**src/sv/cpcg_pkg.sv**
```systemverilog
// ----------------------------------------------------------------------------
// cpcg_pkg: shared types, constants and GF(2^8) helpers
// Holds the token that travels down the cell chain, the cell control word,
// the constant AES sequence tables and the field multiply.
// ----------------------------------------------------------------------------
package cpcg_pkg;

    localparam int PARITY_ROWS = 6;
    localparam int DISK_COUNT  = 257 - PARITY_ROWS;

    localparam logic [7:0] AES_POLY    = 8'h1b;
    localparam logic [7:0] RESET_POLY  = 8'h1d;
    localparam logic [7:0] RESET_GEN   = 8'h02;

    // Register indexes on the configuration port.
    localparam logic [1:0] CFG_MATRIX_MODE    = 2'd0;
    localparam logic [1:0] CFG_REDUCTION_POLY = 2'd1;
    localparam logic [1:0] CFG_GENERATOR      = 2'd2;

    // Exponent whose power of a unit is its inverse for any degree-8 modulus:
    // the exponent of every possible unit group is 168661080.
    localparam int         INV_EXP_BITS = 28;
    localparam logic [INV_EXP_BITS-1:0] INV_EXP = 28'd168661079;

    localparam int POW_CELLS = 16;                 // disk index and row powers
    localparam int INV_CELLS = 2 * INV_EXP_BITS;   // one inversion pass

    typedef logic [7:0] byte_tab_t [256];
    typedef logic [7:0] ytab_t [8];

    typedef struct packed {
        logic       sq;
        logic       bit0;
        logic       bit1;
    } cell_ctl_t;

    typedef struct packed {
        logic       vld;
        logic       mode;
        logic [7:0] poly;
        logic [2:0] row;
        logic       rng;
        logic [7:0] ebits;
        logic [2:0] ebits1;
        logic [7:0] a;
        logic [7:0] y;
        logic [7:0] base0;
        logic [7:0] acc0;
        logic [7:0] base1;
        logic [7:0] acc1;
        logic [7:0] m0;
        logic [7:0] m1;
    } tok_t;

    function automatic logic [7:0] gf_mul(input logic [7:0] poly, input logic [7:0] a,
                                          input logic [7:0] b);
        logic [7:0] acc;
        logic [7:0] x;
        acc = 8'd0;
        x   = a;
        for (int k = 0; k < 8; k++)
        begin
            if (b[k])
            begin
                acc = acc ^ x;
            end
            if (x[7])
            begin
                x = {x[6:0], 1'b0} ^ poly;
            end
            else
            begin
                x = {x[6:0], 1'b0};
            end
        end
        return acc;
    endfunction

    function automatic byte_tab_t build_q();
        byte_tab_t  q;
        logic [7:0] m;
        q[0] = 8'd1;
        for (int k = 0; k < 254; k++)
        begin
            m = (k == 50 || k == 101 || k == 152 || k == 203) ? 8'd3 : 8'd2;
            q[k + 1] = gf_mul(AES_POLY, m, q[k]);
        end
        q[255] = 8'd0;
        return q;
    endfunction

    localparam byte_tab_t Q_TAB = build_q();

    function automatic ytab_t build_y();
        ytab_t      t;
        logic [7:0] v;
        logic [7:0] r;
        for (int k = 0; k < 8; k++)
        begin
            v = Q_TAB[(255 - k) % 255];
            r = 8'd1;
            for (int n = 0; n < 254; n++)
            begin
                r = gf_mul(AES_POLY, r, v);
            end
            t[k] = r;
        end
        return t;
    endfunction

    localparam ytab_t Y_TAB = build_y();

endpackage

```
**src/sv/cpcg_pow_cell.sv**
```systemverilog
// ----------------------------------------------------------------------------
// cpcg_pow_cell: one square-or-multiply step of two exponentiation lanes
// Each cell performs one field multiply per lane and hands the token on.
// ----------------------------------------------------------------------------
module cpcg_pow_cell
(
    input  logic              clk,
    input  logic              rst_n,
    input  logic              en,
    input  cpcg_pkg::cell_ctl_t ctl,
    input  cpcg_pkg::tok_t    tok_in,
    output cpcg_pkg::tok_t    tok_out
);

    cpcg_pkg::tok_t tok_reg;
    cpcg_pkg::tok_t tok_next;
    logic [7:0]     opnd0;
    logic [7:0]     opnd1;

    always_comb
    begin
        opnd0 = ctl.sq ? tok_in.acc0 : (ctl.bit0 ? tok_in.base0 : 8'd1);
        opnd1 = ctl.sq ? tok_in.acc1 : (ctl.bit1 ? tok_in.base1 : 8'd1);
        tok_next      = tok_in;
        tok_next.acc0 = cpcg_pkg::gf_mul(tok_in.poly, tok_in.acc0, opnd0);
        tok_next.acc1 = cpcg_pkg::gf_mul(tok_in.poly, tok_in.acc1, opnd1);
    end

    always_ff @(posedge clk or negedge rst_n)
    begin
        if (!rst_n)
        begin
            tok_reg <= '0;
        end
        else if (en)
        begin
            tok_reg <= tok_next;
        end
    end

    assign tok_out = tok_reg;

endmodule

```
**config.mk**
```make
export PLATFORM = sky130hd
export DESIGN_NAME = cpcg_pow_cell
export DESIGN_NICKNAME = d
export VERILOG_FILES = /design/src/sv/cpcg_pkg.sv /design/src/sv/cpcg_pow_cell.sv
export SDC_FILE = /design/constraint.sdc
export NUM_CORES = 1
export LEC_CHECK = 0
export BUFFER_PORTS_ARGS = -buffer_cell sky130_fd_sc_hd__buf_2
export CAP_MARGIN = 40
export CORE_MARGIN = 8
export CORE_UTILIZATION = 45
export DETAILED_ROUTE_END_ITERATION = 10
export HOLD_SLACK_MARGIN = 0.15
export PLACE_DENSITY = 0.72
export SYNTH_ARGS = -nofsm -noshare
export SYNTH_HDL_FRONTEND = slang
export SYNTH_SLANG_ARGS = --single-unit
```
**constraint.sdc**
```tcl
create_clock -name clk -period 1.3 [get_ports clk]
set_clock_uncertainty 0.1 [all_clocks]
set_input_delay 0.26 -clock clk [delete_from_list [all_inputs] [get_ports clk]]
set_output_delay 0.26 -clock clk [all_outputs]
set_load 0.05 [all_outputs]
```
## After elaboration in Yosys (flattened, before gate mapping)

Cells that the tools add are included.

- Muxes and demuxes: 34
- Bitwise logic cells: 28

Operator list:

| operator | number |
|---|---|
| $mux 8 | 34 |
| $xor 8x8->8 | 28 |

- Register bits after elaboration: 89
- Input port bits: 95
- Word-level logic and storage cells: 77

## Logic depth before layout (Yosys ltp)

- Word-level depth: 17
- Depth in mapped cells: 16
- Mapped depth without buffers: 11

## Worst setup path after synthesis

Ideal clock, no wire load.

- Kind: input-to-reg
- From: in tok_in[86] (netlist name)
- To: reg tok_reg, in the netlist tok_out[21]
- Library setup time: 0.125 ns
- Arrival: 3.504 ns
- Slack: -2.429 ns
- Stages: 13
- Buffers on the path: 2
- Cells stage by stage: buf_6 > or2_2 > buf_2 > a21boi_1 > a211oi_4 > xnor3_1 > or3_1 > and4_4 > or4_4 > a2111o_1 > a21oi_1 > xnor3_1 > mux2_4

- Longest elaborated chain between the ends: 15
- Elaborated cells on any way between the ends: 26
- Classes of those cells: mux (13); bitwise (13)

Ends and longest elaborated chain:

| what | line | text |
|---|---|---|
| start: declaration | cpcg_pow_cell.sv:11 | `input cpcg_pkg::tok_t tok_in,` |
| $xor 8x8->8 | cpcg_pkg.sv:69 | `x = {x[6:0], 1'b0} ^ poly;` |
| $mux 8 (2 in a row) | cpcg_pkg.sv:67 | `if (x[7])` |
| $xor 8x8->8, on equally long branches | cpcg_pkg.sv:65, cpcg_pkg.sv:69 |  |
| $mux 8, on equally long branches | cpcg_pkg.sv:63, cpcg_pkg.sv:67 |  |
| $xor 8x8->8, on equally long branches | cpcg_pkg.sv:65, cpcg_pkg.sv:69 |  |
| $mux 8, on equally long branches | cpcg_pkg.sv:63, cpcg_pkg.sv:67 |  |
| $xor 8x8->8, on equally long branches | cpcg_pkg.sv:65, cpcg_pkg.sv:69 |  |
| $mux 8, on equally long branches | cpcg_pkg.sv:63, cpcg_pkg.sv:67 |  |
| $xor 8x8->8, on equally long branches | cpcg_pkg.sv:65, cpcg_pkg.sv:69 |  |
| $mux 8, on equally long branches | cpcg_pkg.sv:63, cpcg_pkg.sv:67 |  |
| $xor 8x8->8, on equally long branches | cpcg_pkg.sv:65, cpcg_pkg.sv:69 |  |
| $mux 8, on equally long branches | cpcg_pkg.sv:63, cpcg_pkg.sv:67 |  |
| $xor 8x8->8 | cpcg_pkg.sv:65 | `acc = acc ^ x;` |
| $mux 8 (*) | cpcg_pkg.sv:63 | `if (b[k])` |
| end signal: assignment | cpcg_pow_cell.sv:37 | `tok_reg <= tok_next;` |
| end: declaration | cpcg_pow_cell.sv:15 | `cpcg_pkg::tok_t tok_reg;` |

Mark *: on every way between the ends. The rest lies on a longest branch, timed or not.
A chain may end at the register's enable or synchronous reset.

## Worst setup path in the final report

- From: in tok_in[85] (netlist name)
- To: reg tok_reg, in the netlist tok_out[39]

- Longest elaborated chain between the ends: 16
- Elaborated cells on any way between the ends: 26
- Classes of those cells: mux (13); bitwise (13)

Ends and longest elaborated chain:

| what | line |
|---|---|
| $xor 8x8->8 | cpcg_pkg.sv:69 |
| $mux 8 | cpcg_pkg.sv:67 |
| $xor 8x8->8 | cpcg_pkg.sv:69 |
| $mux 8 | cpcg_pkg.sv:67 |
| $xor 8x8->8 | cpcg_pkg.sv:65 |
| $mux 8 | cpcg_pkg.sv:63 |
| $xor 8x8->8 | cpcg_pkg.sv:65 |
| $mux 8 | cpcg_pkg.sv:63 |
| $xor 8x8->8 | cpcg_pkg.sv:65 |
| $mux 8 | cpcg_pkg.sv:63 |
| $xor 8x8->8 | cpcg_pkg.sv:65 |
| $mux 8 | cpcg_pkg.sv:63 |
| $xor 8x8->8 | cpcg_pkg.sv:65 |
| $mux 8 | cpcg_pkg.sv:63 |
| $xor 8x8->8 | cpcg_pkg.sv:65 |
| $mux 8 (*) | cpcg_pkg.sv:63 |

Marks and branches as above.

==> summary.txt <==
Slew of the pin with the lowest slew margin - 788.0 ps
Die outline width - 157.9 um
Max Buffers Root-to-Sink - 2
Crit Reg-Reg Endpoint - tok_out[82]$_DFFE_PN0P_
Fin. Hold Viols - 0
DR pass1 iterations - 6
Final worst path period share - 2.871
Post-synth EDFFs - 0
Most frequent cells in the layout - buf_4 (345), buf_6 (114), dfrtp_1 (88)
Placed cell areas - 12680 sq um
Final Total Pwr - 19.79 mW
Comb pwr share - 0.675
GRT overflow - 0
Post-Synthesis Cells - 1009
Power per Cell Area - 1253 nW/um^2
I/O pin count - 184
R2R cell count - 2
Hpwl dp - 26770 um
Worst path arrival time - 3910 ps
Final GP Congestion - 0.9517
R2r setup slk - 240 ps
Power Internal - 10.83 mW
CTS buffer count - 9
Synth area leaders - dfrtp_1 (25%), xnor2_1 (9.6%), mux2_2 (9.1%)
Initial antenna violation count - 0
Data required, critical path - 1480 ps
Fmax - 268.0 MHz
Most common cell after layout, fill and taps aside - buf_4
Count of different cell masters after synthesis - 93
Syn avg cell area - 8.982 sq um
CTS Sinks - 89
Nets - 1668
Share of cells above drive strength 1 - 0.5234
Clk Latency, worst-skew pair - 360 ps
Final Instance Area - 15800 sq um
H-Tree Depth - 3
Post-synth ARST share - 1.000
CP startpoint kind - input port
RSZ-0062 raised after global routing - true
# rows - 52
Routed Antenna Nets - 0
Inserted Diodes - 0
Die ar. - 24940 sq um
Drt total wl - 43490 um
Mapped Area - 9062 sq um
Psw - 8.963 mW
Core area - 19970 sq um
Power share of the clock group - 0.140
Largest area contributor in the netlist - dfrtp_1
Synthesis Warnings - 0
Max cap viols - 0
Hold Path Class - input port to flop
Part of the power in registers - 0.184
Worst hold path depth - 3
Clock transition at path regs - 70 ps
Leak pwr - 6.984 nW
PortBufs - 183
Period minus WS final - 3732 ps
Max Slew Vio Count - 0
DRT iter0 DRCs - 1348
Register area share after synthesis - 0.2458
Via count - 11.53k
Syn-to-layout area delta - 74.31%
Outcome - finished with violations
Total Routing Usage GR - 0.3133
Die H - 157.9 um
Violated checks - setup timing
Worst Path Max Fanout - 7
WHS Endpoint - tok_out[25]$_DFFE_PN0P_
Hold_sp - tok_in[25]
Worst VDD drop - 1118 uV
Final setup vio count - 32
Top FF cell, synth - dfrtp_1
#FFs+latches synth - 89
Vias in the first global route - 11.58k
Largest net degree at the start of global routing - 34
Sw Ratio - 0.4528
Hold WS - 152.2 ps
Largest register FFs - 89
Clock Tree Root - clkbuf_16
Dpl ws - -2729 ps
DRC violations left - 0
CTS tree - done
Starting Density - 0.4537
WL per Instance - 23.53 um
Net Count, Synth - 1104
Worst reg2reg path startpoint - tok_out[82]$_DFFE_PN0P_
Yosys top cell area share - 0.2458
Final Util - 0.7908
Crit end category - flop
Crit path kind - input port to flop
First-pass GRT wire length - 61800 um
Final WS setup - -2432 ps
Vias per std cell - 6.238
Worst slew margin - 0.4746
## cell usage after synthesis, types with 16 or more instances
master / n
a211oi_1: 16
a21oi_1: 48
a22oi_1: 16
clkbuf_1: 41
dfrtp_1: 89
mux2_2: 73
nand2_1: 69
nand3_1: 21
nor2_1: 86
nor3_1: 33
o211ai_1: 18
o21ai_0: 35
xnor2_1: 99
xnor3_1: 23
xor2_1: 22
## power by group through the flow
stage / clock [mW] / combinational (mW) / sequential, mW
6_report: 2.78 / 13.4 / 3.65
5_1_grt: 2.90 / 13.9 / 3.68
4_1_cts: 2.77 / 11.8 / 3.57
3_5_place_dp: 0 / 10.1 / 3.52
3_3_place_gp: 0 / 9.92 / 3.51
2_1_floorplan: 0 / 5.10 / 5.18
## stage by stage
stage | cells | TNS, ps
final | 1848 | -35700
after global routing | 1848 | -38390
after CTS | 1821 | -31620
after detailed placement | 1708 | -40970
after global placement | 1708 | -39470
after floorplan | 1009 | -33770
## per-layer routing
layer	wire length, um	vias to the layer above	part of all wire	track usage
li1	-	4897	-	-
met3	4501	311	0.10	0.07344
met5	0	-	0	0
met2	20500	850	0.47	0.5203
met4	3041	0	0.070	0.1673
met1	15440	5469	0.36	0.3697
## logic make-up after synthesis
kind of cell | synth area share
flip-flops | 0.2458
multiplexers | 0.1037
AND/OR/NAND/NOR | 0.1762
buffers and inverters | 0.05039
AO/OA/AOI/OAI | 0.2419
XOR/XNOR | 0.1821
## timing repair
action / in CTS / in global routing
pin swaps: 81 / 58
cloned: 1 / 0
buffers inserted: 35 / 28
gates resized for setup: 318 / 80
hold endpoints to repair: 150 / 0
hold buffers: 62 / 0
endpoints found under the setup margin: 105 / 88
## critical path: stages
cell	delay [ps]
buf_12	90
buf_12	110
buf_8	120
a21bo_4	230
a22oi_2	280
and2_4	210
xnor3_2	400
buf_6	170
nor2_1	410
xnor3_1	500
o211ai_1	260
a2111o_1	230
a31oi_1	100
or3_1	350
a31oi_1	170
## layout make-up
class                      count  area [sq um]
multi-input combinational    827          7491
timing repair buffer         630          5378
fill                        1124          4178
sequential                    89          2228
tap                          270         337.8
clock buffer                   9         225.2
clock inverter                 7         76.32
inverter                      16         60.06
## how the worst max path moves through the flow
stage / startpoint / endpoint / cells after the start
final: tok_in[85] / tok_out[39]$_DFFE_PN0P_ / 15
after global routing: tok_in[85] / tok_out[39]$_DFFE_PN0P_ / 15
after CTS: tok_in[23] / tok_out[21]$_DFFE_PN0P_ / 13
after detailed placement: tok_in[86] / tok_out[38]$_DFFE_PN0P_ / 14
after global placement: tok_in[86] / tok_out[38]$_DFFE_PN0P_ / 14
after floorplan: tok_in[21] / tok_out[21]$_DFFE_PN0P_ / 12
(Power assumes the default switching activity.)
